<file path="src/design/fhts_pkg.sv">
package fhts_pkg;

  localparam int MAX_TUNNELS     = 4;
  localparam int MAX_QUEUE_COUNT = 16;
  localparam int QUEUE_REGS      = 4;
  localparam int TUNNEL_LIMIT    = (MAX_TUNNELS < QUEUE_REGS) ? MAX_TUNNELS : QUEUE_REGS;

  localparam logic [11:0] ETH_HEAD     = 12'd14;
  localparam logic [12:0] IPV4_MIN_LEN = 13'd34;
  localparam logic [12:0] ENCAP_EXTRA  = 13'd22;
  localparam logic [15:0] IPV4_KIND    = 16'h0800;

  localparam int KEY_BYTES = 25;
  localparam logic [4:0] KEY_LEN_MAC  = 5'd12;
  localparam logic [4:0] KEY_LEN_IP   = 5'd21;
  localparam logic [4:0] KEY_LEN_FULL = 5'd25;

  typedef enum logic [2:0] {
    CFG_TUNNEL_COUNT = 3'd0,
    CFG_TUNNEL0_Q    = 3'd1,
    CFG_TUNNEL1_Q    = 3'd2,
    CFG_TUNNEL2_Q    = 3'd3,
    CFG_TUNNEL3_Q    = 3'd4,
    CFG_SOURCE_QUEUE = 3'd5
  } cfg_index_t;

  typedef struct packed {
    logic [47:0] src_mac;
    logic [47:0] dst_mac;
    logic [15:0] ether_kind;
    logic [31:0] src_ip;
    logic [31:0] dst_ip;
    logic [7:0]  ip_proto;
    logic [3:0]  ip_header_words;
    logic [31:0] l4_head;
    logic [11:0] frame_length;
  } fhts_in_t;

  typedef struct packed {
    logic        accepted;
    logic [1:0]  tunnel_index;
    logic [3:0]  tunnel_queue;
    logic [15:0] encap_id;
    logic [31:0] flow_hash;
    logic [12:0] encap_length;
  } fhts_out_t;

endpackage

</file>
<file path="src/design/flow_hash_tunnel_selector_unit.sv">
// Channel   Signals                            Moves
// in        in_valid / in_ready / in_data      one frame header per transaction
// out       out_valid / out_ready / out_data   one selection result per transaction
// cfg       cfg_valid / cfg_ready / cfg_index  one register write per transaction
//           / cfg_data
// A dropped frame goes from idle straight to the done state; otherwise the hash folds
// the key bytes (12, 21 or 25) one key byte a cycle, a final mix follows, and a shared
// remainder unit takes four hash bits a cycle, then the queue in one step.
// in_ready is high only while the sequencer is idle; a finished result waits in the
// output register, and the next frame is taken while it waits.
// Reset is synchronous; configuration writes are taken in every cycle.
module flow_hash_tunnel_selector_unit (
  input  logic              clk,
  input  logic              rst,
  input  logic              in_valid,
  output logic              in_ready,
  input  fhts_pkg::fhts_in_t  in_data,
  output logic              out_valid,
  input  logic              out_ready,
  output fhts_pkg::fhts_out_t out_data,
  input  logic              cfg_valid,
  output logic              cfg_ready,
  input  logic [2:0]        cfg_index,
  input  logic [4:0]        cfg_data
);

  typedef enum logic [5:0] {
    S_IDLE  = 6'b000001,
    S_HASH  = 6'b000010,
    S_FINAL = 6'b000100,
    S_MODT  = 6'b001000,
    S_MODQ  = 6'b010000,
    S_DONE  = 6'b100000
  } state_t;

  state_t state;

  logic [2:0]  tunnel_count;
  logic [4:0]  tunnel_queues [fhts_pkg::QUEUE_REGS];
  logic [3:0]  source_queue;
  logic [11:0] message_counter;

  logic [8*fhts_pkg::KEY_BYTES-1:0] key;
  logic [4:0]  bytes_left;
  logic [31:0] h;
  logic [2:0]  step_cnt;
  logic [4:0]  rem;
  logic [3:0]  queue_rem;
  logic        drop;
  logic [11:0] frame_len;

  function automatic logic [31:0] mix_byte(input logic [31:0] hv, input logic [7:0] b);
    logic [31:0] t;
    t = hv + 32'(b);
    t = t + (t << 10);
    t = t ^ (t >> 6);
    return t;
  endfunction

  function automatic logic [31:0] finish_hash(input logic [31:0] hv);
    logic [31:0] t;
    t = hv + (hv << 3);
    t = t ^ (t >> 11);
    t = t + (t << 15);
    return t;
  endfunction

  // Four restoring remainder steps; the running remainder stays below the divisor.
  function automatic logic [4:0] mod_step(input logic [4:0] r, input logic [3:0] d,
                                          input logic [4:0] div);
    logic [5:0] x;
    x = 6'(r);
    for (int i = 3; i >= 0; i--) begin
      x = {x[4:0], d[i]};
      if (x >= 6'(div)) begin
        x = x - 6'(div);
      end
    end
    return x[4:0];
  endfunction

  logic [2:0]  tuns;
  logic [4:0]  raw_q;
  logic [4:0]  eff_q;
  logic [4:0]  unit_rem;
  logic [3:0]  unit_digits;
  logic [4:0]  unit_div;
  logic [4:0]  unit_out;
  logic        is_ipv4;
  logic        has_l4;
  logic [4:0]  key_len;
  logic        drop_in;
  fhts_pkg::fhts_out_t result;

  always_comb begin
    tuns = (tunnel_count > 3'(fhts_pkg::TUNNEL_LIMIT)) ? 3'(fhts_pkg::TUNNEL_LIMIT)
                                                       : tunnel_count;
    raw_q = tunnel_queues[rem[1:0]];
    if (raw_q == 5'd0) begin
      eff_q = 5'd1;
    end else if (raw_q > 5'(fhts_pkg::MAX_QUEUE_COUNT)) begin
      eff_q = 5'(fhts_pkg::MAX_QUEUE_COUNT);
    end else begin
      eff_q = raw_q;
    end
  end

  // The one remainder unit serves the tunnel choice and then the queue choice.
  always_comb begin
    if (state == S_MODQ) begin
      unit_rem    = 5'd0;
      unit_digits = source_queue;
      unit_div    = eff_q;
    end else begin
      unit_rem    = rem;
      unit_digits = h[{step_cnt, 2'b00} +: 4];
      unit_div    = 5'(tuns);
    end
    unit_out = mod_step(unit_rem, unit_digits, unit_div);
  end

  always_comb begin
    is_ipv4 = (in_data.ether_kind == fhts_pkg::IPV4_KIND) &&
              (13'(in_data.frame_length) >= fhts_pkg::IPV4_MIN_LEN);
    has_l4  = 13'(in_data.frame_length) >=
              (13'(fhts_pkg::ETH_HEAD) + 13'd4 + {7'd0, in_data.ip_header_words, 2'b00});
    if (!is_ipv4) begin
      key_len = fhts_pkg::KEY_LEN_MAC;
    end else if (has_l4) begin
      key_len = fhts_pkg::KEY_LEN_FULL;
    end else begin
      key_len = fhts_pkg::KEY_LEN_IP;
    end
    drop_in = (in_data.frame_length < fhts_pkg::ETH_HEAD) || (tuns == 3'd0);
  end

  always_comb begin
    result = '0;
    if (!drop) begin
      result.accepted     = 1'b1;
      result.tunnel_index = rem[1:0];
      result.tunnel_queue = queue_rem;
      result.encap_id     = {source_queue, message_counter};
      result.flow_hash    = h;
      result.encap_length = 13'(frame_len) + fhts_pkg::ENCAP_EXTRA;
    end
  end

  assign in_ready  = (state == S_IDLE);
  assign cfg_ready = 1'b1;

  always_ff @(posedge clk) begin
    if (rst) begin
      tunnel_count  <= 3'd0;
      source_queue  <= 4'd0;
      for (int i = 0; i < fhts_pkg::QUEUE_REGS; i++) begin
        tunnel_queues[i] <= 5'd1;
      end
    end else if (cfg_valid) begin
      unique case (cfg_index)
        fhts_pkg::CFG_TUNNEL_COUNT: tunnel_count     <= cfg_data[2:0];
        fhts_pkg::CFG_TUNNEL0_Q:    tunnel_queues[0] <= cfg_data;
        fhts_pkg::CFG_TUNNEL1_Q:    tunnel_queues[1] <= cfg_data;
        fhts_pkg::CFG_TUNNEL2_Q:    tunnel_queues[2] <= cfg_data;
        fhts_pkg::CFG_TUNNEL3_Q:    tunnel_queues[3] <= cfg_data;
        fhts_pkg::CFG_SOURCE_QUEUE: source_queue     <= cfg_data[3:0];
        default: ;
      endcase
    end
  end

  always_ff @(posedge clk) begin
    if (rst) begin
      state           <= S_IDLE;
      out_valid       <= 1'b0;
      message_counter <= 12'd0;
    end else begin
      // In S_DONE the output register is handled by the state arm below.
      if (out_valid && out_ready && state != S_DONE) begin
        out_valid <= 1'b0;
      end
      unique case (state)
        S_IDLE: begin
          if (in_valid) begin
            state <= drop_in ? S_DONE : S_HASH;
          end
        end
        S_HASH: begin
          if (bytes_left == 5'd1) begin
            state <= S_FINAL;
          end
        end
        S_FINAL: state <= S_MODT;
        S_MODT: begin
          if (step_cnt == 3'd0) begin
            state <= S_MODQ;
          end
        end
        S_MODQ: state <= S_DONE;
        S_DONE: begin
          if (!out_valid || out_ready) begin
            out_valid <= 1'b1;
            state     <= S_IDLE;
            if (!drop) begin
              message_counter <= message_counter + 12'd1;
            end
          end
        end
      endcase
    end
  end

  always_ff @(posedge clk) begin
    unique case (state)
      S_IDLE: begin
        key        <= {in_data.src_mac, in_data.dst_mac, in_data.src_ip, in_data.dst_ip,
                       in_data.ip_proto, in_data.l4_head};
        bytes_left <= key_len;
        h          <= 32'd0;
        drop       <= drop_in;
        frame_len  <= in_data.frame_length;
      end
      S_HASH: begin
        h          <= mix_byte(h, key[8*fhts_pkg::KEY_BYTES-1 -: 8]);
        key        <= key << 8;
        bytes_left <= bytes_left - 5'd1;
      end
      S_FINAL: begin
        h        <= finish_hash(h);
        step_cnt <= 3'd7;
        rem      <= 5'd0;
      end
      S_MODT: begin
        rem      <= unit_out;
        step_cnt <= step_cnt - 3'd1;
      end
      S_MODQ: queue_rem <= unit_out[3:0];
      S_DONE: begin
        if (!out_valid || out_ready) begin
          out_data <= result;
        end
      end
    endcase
  end

endmodule

</file>
<file path="config.mk">
export PLATFORM = sky130hd
export DESIGN_NAME = flow_hash_tunnel_selector_unit
export DESIGN_NICKNAME = d
export VERILOG_FILES = /design/src/design/fhts_pkg.sv /design/src/design/flow_hash_tunnel_selector_unit.sv
export SDC_FILE = /design/constraint.sdc
export NUM_CORES = 1
export LEC_CHECK = 0
export CORE_MARGIN = 2
export CORE_UTILIZATION = 30
export CTS_CLUSTER_SIZE = 24
export DETAILED_ROUTE_END_ITERATION = 16
export DONT_BUFFER_PORTS = 1
export PLACE_DENSITY = 0.4
export SLEW_MARGIN = 20
export SYNTH_ARGS = -nofsm -noshare
export SYNTH_HDL_FRONTEND = slang
export SYNTH_SLANG_ARGS = --single-unit
</file>
<file path="constraint.sdc">
create_clock -name clk -period 24.8 [get_ports clk]
set_clock_uncertainty 0.1 [all_clocks]
set_input_delay 1.24 -clock clk [delete_from_list [all_inputs] [get_ports clk]]
set_output_delay 1.24 -clock clk [all_outputs]
set_load 0.05 [all_outputs]
</file>
==> results of run 1 <==
-- logic make-up (layout without fill, tap and decap cells) --
logic type / after synthesis / count (layout)
muxes: 39 / 39
xor gates and xnor gates: 160 / 160
AOI/OAI and AO/OA: 268 / 268
DFF: 378 / 378
other: 1 / 6
adders and majority gates: 112 / 112
and+or+nand+nor: 965 / 965
buffers and inverters: 121 / 143
-- flip-flops by register name, indices dropped and copies added, names as in the netlist, named ones only --
signal / count
out_data: 68
frame_len: 12
queue_rem: 4
source_queue: 4
tunnel_queues: 20
key: 200
h: 32
state: 6
out_valid: 1
message_counter: 12
tunnel_count: 3
drop: 1
bytes_left: 5
rem: 5
step_cnt: 3
-- area by class of cell --
class | instances | area share
Antenna cell | 5 | 0.0005330
Clock buffer | 62 | 0.05378
Clock inverter | 22 | 0.007195
Inverter | 50 | 0.008528
Multi-Input combinational cell | 1545 | 0.4049
Sequential cell | 378 | 0.4716
Tap cell | 940 | 0.05010
Timing Repair Buffer | 9 | 0.003411
-- cells in the mapped netlist, types with 25 or more instances --
master,count,share of area
sky130_fd_sc_hd__nand2_1,654,0.12
sky130_fd_sc_hd__o21ai_0,40,0.0095
sky130_fd_sc_hd__clkbuf_1,61,0.011
sky130_fd_sc_hd__inv_1,49,0.0088
sky130_fd_sc_hd__xnor2_1,94,0.039
sky130_fd_sc_hd__nor2b_1,68,0.020
sky130_fd_sc_hd__ha_1,104,0.062
sky130_fd_sc_hd__edfxtp_1,350,0.50
sky130_fd_sc_hd__a21o_1,40,0.014
sky130_fd_sc_hd__a21oi_1,78,0.019
sky130_fd_sc_hd__dfxtp_1,28,0.027
sky130_fd_sc_hd__nor2_1,83,0.015
sky130_fd_sc_hd__and2_1,35,0.010
sky130_fd_sc_hd__nand3_1,25,0.0060
sky130_fd_sc_hd__xor2_1,64,0.027
-- cell usage in the layout (no fill, tap or decap), drive strengths merged, types with 11 or more instances in the layout --
master,Yosys,routed
nand3,25,25
clkinv,1,20
nor3,17,17
dfxtp,28,28
xnor2,94,94
nor2b,68,68
mux2i,16,16
inv,49,51
o21ai,45,45
a21o,40,40
ha,104,104
nand2b,16,16
a21oi,78,78
a31oi,11,11
edfxtp,350,350
clkbuf,61,62
mux4,13,13
and3,16,16
o21a,11,11
and2,36,36
nor2,84,84
nand2,654,654
xor2,64,64
-- stage by stage --
step	hold slack (ps)	cells	setup WS [ps]
2_1_floorplan	353.6	2044	16640
3_3_place_gp	364.9	2922	15620
3_5_place_dp	374.2	2922	15510
4_1_cts	382.0	3006	15450
5_1_grt	408.8	3006	14930
6_report	371.6	3011	15480
-- per-layer routing --
layer,global-route usage,vias up
met5,0,-
met4,0.04595,18
met3,0.05562,99
met2,0.2646,406
met1,0.2182,6882
li1,-,7098
-- how the worst min path moves through the flow --
stage	startpoint	end	cells past startpoint
5_1_grt	message_counter[11]	message_counter[11]	2
6_report	message_counter[11]	message_counter[11]	2
3_3_place_gp	message_counter[11]	message_counter[11]	2
2_1_floorplan	message_counter[11]	message_counter[11]	2
4_1_cts	message_counter[11]	message_counter[11]	2
3_5_place_dp	message_counter[11]	message_counter[11]	2
-- tightest hold or removal path, cell delays in order (launching register included) --
cell	delay, ps
sky130_fd_sc_hd__dfxtp_1	310
sky130_fd_sc_hd__o21ai_0	60
sky130_fd_sc_hd__a21oi_1	60
-- report_power, final --
part           internal, mW  switching, mW  leakage (nW)
sequential            0.788         0.0614          3.63
clock                 0.369          0.281         0.703
combinational         0.336          0.485          4.99
==> impl_summary.txt, run 1 <==
----------------------------------------------------
[Die]
  Number of top-level design ports ... approximately 320
  DIE WIDTH ... between 200 and 300 µm
  CORE AREA ... between 0.06 and 0.07 mm²
  Placement row count ... 97
  Initial core utilization ... 0.3017
  Total die area ... between 0.07 and 0.08 mm²
  Die extent in y ... 268.7 µm

[Layout]
  Share of post-route cells with drive strength above 1 ... 0.05857
  Layout overhead on the synthesized area ... 11.69%
  Summed area of non-filler cells in the final layout ... 0.02348 mm²
  Area taken by flip-flops and latches ... ~0.011 mm²
  Number of fill cells in the layout ... 7,206
  Net count reported at finish ... about 2,400
  Area of combinational cells with multiple inputs ... ~0.0095 mm²
  Final core utilization ... 0.3370

[Synthesis]
  Fraction of synthesized cell area in xor and xnor cells ... 0.06804
  Number of flops mapped to enable cells by yosys ... 350
  Warning count from the yosys run ... 0
  Post-Syn Nets ... between 2,000 and 2,500
  Sequential element share of the synthesized area ... 0.5267
  Count of state elements after synthesis ... roughly 380
  Simple-gate portion of the synthesized area ... 0.1998
  Distinct cells, synth ... 81
  Commonest register cell after synthesis ... sky130_fd_sc_hd__edfxtp_1
  Average instance area after synthesis ... between 10 and 15 µm²
  Synthesized instance count ... between 2,000 and 2,500
  Largest family of logic cells by synthesized area ... simple AND/OR/NAND/NOR gates
  Post-synthesis mux area share ... 0.02762
  Share of synthesized cell area in full adder, half adder and majority cells ... 0.06953
  Compound-cell area share of the yosys netlist ... 0.08530
  Fraction of registers with async set/reset ... 0
  Cell area after technology mapping ... 0.02102 mm²

[Power and ir drop]
  Power density normalized to cell area ... just under 100 mW/mm²
  VDD IR-drop max ... approximately 0.000047 V
  Post-layout total power ... 2.320 mW
  Leakage power of the design ... between 9 and 10 nW

[Worst setup path]
  End of the critical path ... rem[3]
  Startpoint class of the critical path ... flip-flop
  Type of the worst setup path ... flip-flop to flip-flop
  Number of gates on the worst path with buffers counted ... 35
  Most numerous cell on the critical path ... sky130_fd_sc_hd__nand2b_1
  Top fanout value on the critical path ... 9
  Critical path's top delay family ... compound AO/OA/AOI/OAI gates
  Slowest cell on the critical path ... sky130_fd_sc_hd__a2111oi_0
  Largest stage delay on the critical path ... about 730 ps
  Launch point of the critical path ... step_cnt[1]
  Worst reg-to-reg setup slack ... approximately 15,000 ps
  Number of buffer and inverter stages on the critical path ... 1
  Number of cells on the worst reg-to-reg path ... 35
  Crit Reg-Reg Startpoint ... step_cnt[1]
  Required time at the worst-slack endpoint ... 25,030 ps
  Capturing element type of the critical path ... flip-flop
  Worst Path Arrival ... about 9600 ps
  Destination of the worst register-to-register timing path ... rem[3]

[Detailed routing]
  Detailed-routing iteration count for the pre-antenna-repair pass ... 5
  Wl on met1 ... roughly 26,000 µm
  Total wire length after detailed routing ... between 60,000 and 70,000 µm
  Met3 layer wire length in the routed design ... between 5000 and 6000 µm
  Final ANT Viol Nets ... 0
  Number of vias in the routed layout ... about 15,000
  Met2 Wirelength ... roughly 28,000 µm
  Number of DRC violations after detailed-routing iteration 0 ... around 990
  Routed wirelength normalized by instance count ... approximately 20 µm
  Top Layer Used ... met5
  Drt drc ... 0
  Detail-routed via count per cell ... 4.817

[Flow run]
  Maximum capacitance violations ... 0

[Min path]
  Worst min-delay path category ... flip-flop to flip-flop

[Timing]
  Max Clock Freq ... around 110 MHz
  Final setup viols ... 0
  Pins Over Slew Limit ... 0
  Final Cycle Share ... 0.3757
  Hold violation count in the final report ... 0
  Unrepaired setup endpoints after global routing ... no
  Max transition margin ... 0.1993
  Slew at the pin closest to its max-slew limit ... between 1000 and 1500 ps
  Final min period ... a little over 9000 ps
  Final sum of negative setup slack ... 0 ps

[CTS]
  Clock latency at the later pin of the worst-skew pair ... ~600 ps
  Post-cts hold buffer count ... 0
  TritonCTS clock tree ... built
  Clock buffer depth ... 3
  Clock-pin transition on the worst setup and hold timing paths ... 60 ps
  Quantity of gates resized following cts ... 0
  Number of buffers added by the clock tree synthesis step ... 47
  Clk Tree Root Cell ... sky130_fd_sc_hd__clkbuf_16
  Max H-tree Level ... 2
  Total clock sinks ... 378
  Post-CTS setup repair buffer count ... 0

[Global routing]
  Largest net degree at the start of global routing ... between 200 and 250
  Vias in the first global route ... ~15,000
  Initial antenna violation count ... 10
  GRT Resource Usage Total ... 0.1672
  Wire length of the first global-routing pass ... roughly 91,000 µm
  Grt total ovfl ... 0

[Status]
  Status ... complete, no violations

[Place]
  Routability-driven placement congestion ratio ... around 0.86
  HPWL after detailed placement ... ~45,000 µm
  Number of buffers inserted by port buffering ... 0
  Dpl cell area ... 0.02203 mm²

----------------------------------------------------
No activity file was read; power rests on OpenSTA's default activity.
==> run 2, diff against run 1 <==
Clock period 24.8 ns to 8.8 ns, I/O delays scaled along.
==> impl_summary.txt, run 2 (synthesized netlist as in run 1, its figures left out) <==
----------------------------------------------------
[Die]
  Placement row count ... 97
  CORE AREA ... about 0.07 mm²
  Total die area ... between 0.07 and 0.08 mm²
  Number of top-level design ports ... ~320
  Initial core utilization ... 0.3017
  DIE WIDTH ... around 270 µm
  Die extent in y ... about 270 µm

[CTS]
  Number of buffers added by the clock tree synthesis step ... 47
  Clk Tree Root Cell ... sky130_fd_sc_hd__clkbuf_16
  Total clock sinks ... ~380
  Clock buffer depth ... 3
  Clock-pin transition on the worst setup and hold timing paths ... roughly 60 ps
  Max H-tree Level ... 2
  Clock latency at the later pin of the worst-skew pair ... between 600 and 700 ps
  TritonCTS clock tree ... built

[Place]
  Dpl cell area ... ~0.022 mm²
  HPWL after detailed placement ... roughly 46,000 µm
  Number of buffers inserted by port buffering ... 0
  Post-Place Setup Slack ... -195.3 ps
  Routability-driven placement congestion ratio ... 0.8587

[Global routing]
  Wire length of the first global-routing pass ... approximately 96,000 µm
  Initial antenna violation count ... 6
  Largest net degree at the start of global routing ... 100
  Grt total ovfl ... 0
  Vias in the first global route ... about 16,000
  GRT Resource Usage Total ... 0.1724

[Detailed routing]
  Final ANT Viol Nets ... 0
  Detailed-routing iteration count for the pre-antenna-repair pass ... 7
  Number of vias in the routed layout ... 15,472
  Met3 layer wire length in the routed design ... 3734 µm
  Total wire length after detailed routing ... roughly 63,000 µm
  Routed wirelength normalized by instance count ... 19.26 µm
  Detail-routed via count per cell ... ~4.8
  Met2 Wirelength ... between 20,000 and 30,000 µm
  Number of DRC violations after detailed-routing iteration 0 ... roughly 1,000
  Drt drc ... 0
  Wl on met1 ... around 28,000 µm
  Top Layer Used ... met5

[Timing]
  Final sum of negative setup slack ... 0 ps
  Pins Over Slew Limit ... 0
  Slack of the critical path ... between 400 and 500 ps
  Max Clock Freq ... ~120 MHz
  Final Cycle Share ... 0.9541
  Final min period ... ~8400 ps
  Final setup viols ... 0
  Unrepaired setup endpoints after global routing ... no
  Max transition margin ... 0.2878
  Hold violation count in the final report ... 0
  Slew at the pin closest to its max-slew limit ... 1068 ps

[Worst setup path]
  Worst Path Arrival ... 8650 ps
  Type of the worst setup path ... flip-flop to flip-flop
  Largest stage delay on the critical path ... slightly below 600 ps
  Slowest cell on the critical path ... sky130_fd_sc_hd__or4_4
  Capturing element type of the critical path ... flip-flop
  Critical path's top delay family ... simple AND/OR/NAND/NOR gates
  Required time at the worst-slack endpoint ... between 9000 and 10,000 ps
  Number of buffer and inverter stages on the critical path ... 3
  Most numerous cell on the critical path ... sky130_fd_sc_hd__fa_1
  Top fanout value on the critical path ... 10
  Startpoint class of the critical path ... flip-flop

[Layout]
  Number of fill cells in the layout ... approximately 7,000
  Largest register FFs ... 200
  Area of combinational cells with multiple inputs ... ~0.0095 mm²
  Net count reported at finish ... between 2,000 and 3,000
  Register with the most flip-flops ... key
  Final core utilization ... 0.3731
  Most frequent cells in the layout ... sky130_fd_sc_hd__nand2_1 (653), sky130_fd_sc_hd__edfxtp_1 (350), sky130_fd_sc_hd__dlygate4sd3_1 (221)
  Summed area of non-filler cells in the final layout ... 0.02599 mm²
  Area taken by flip-flops and latches ... 0.01107 mm²
  Leading cell type in the layout, fill and taps excluded ... sky130_fd_sc_hd__nand2_1
  Share of post-route cells with drive strength above 1 ... 0.07004
  Layout overhead on the synthesized area ... 23.66%
  Largest registers in the final layout ... key x200, out_data x68, h x32

[Power and ir drop]
  Leakage power of the design ... 10.39 nW
  Post-layout total power ... just under 7 mW
  VDD IR-drop max ... 0.0001395 V
  Power density normalized to cell area ... ~260 mW/mm²

[Status]
  Status ... complete, no violations

[Min path]
  Worst min-delay path category ... input pin to flip-flop

[Flow run]
  Maximum capacitance violations ... 0

----------------------------------------------------
[run 2: repair_timing]
item | in CTS | in global routing
hold buffers | 222 | 0
buffers inserted | 0 | 3
setup endpoints to repair | 8 | 11
gates resized for setup | 5 | 7
hold endpoints to repair | 258 | 0
[run 2: metal layers]
layer  track usage  vias up
li1              -     7588
met1        0.2327     7397
met2        0.2788      394
met3       0.03826       87
met4       0.04580        6
met5             0        -
[run 2: where the power goes]
part	total (mW)	switching (mW)	internal (mW)
sequential	2.39	0.166	2.22
combinational	2.45	1.42	1.03
clock	1.93	0.820	1.11
total	6.77	2.41	4.36
[run 2: through the flow]
stage	std cells	hold WS [ps]
6_report	3257	43.75
5_1_grt	3256	48.41
4_1_cts	3250	5.316
3_5_place_dp	2941	374.0
3_3_place_gp	2941	363.5
2_1_floorplan	2044	353.6
[run 2: worst paths after layout]
check	from	end	slack, ps	depth (start not counted)
max reg2reg	state[5]	rem[3]	400	37
min reg2reg	key[66]	key[74]	390	2
max	state[5]	rem[3]	400	37
min	cfg_index[1]	tunnel_queues[0][0]	40	2
[run 2: area by class of cell]
type / instances / share of cell area
inverters: 50 / 0.007702
diodes: 4 / 0.0003851
well taps: 940 / 0.04525
multi-input cells: 1545 / 0.3669
repair buffers: 253 / 0.09483
flip-flops and latches: 378 / 0.4260
clock buffers: 56 / 0.04655
clock inverters: 31 / 0.01237
[run 2: worst reg2reg max path: cells and delay by family, from the launching register on]
kind / cells / cell delay [ps]
AO/OA/AOI/OAI: 13 / 1840
AND/OR/NAND/NOR: 12 / 2130
flip-flops: 1 / 350
buffers and inverters: 3 / 300
multiplexers: 4 / 1540
adder cells (fa/ha/maj): 5 / 1910
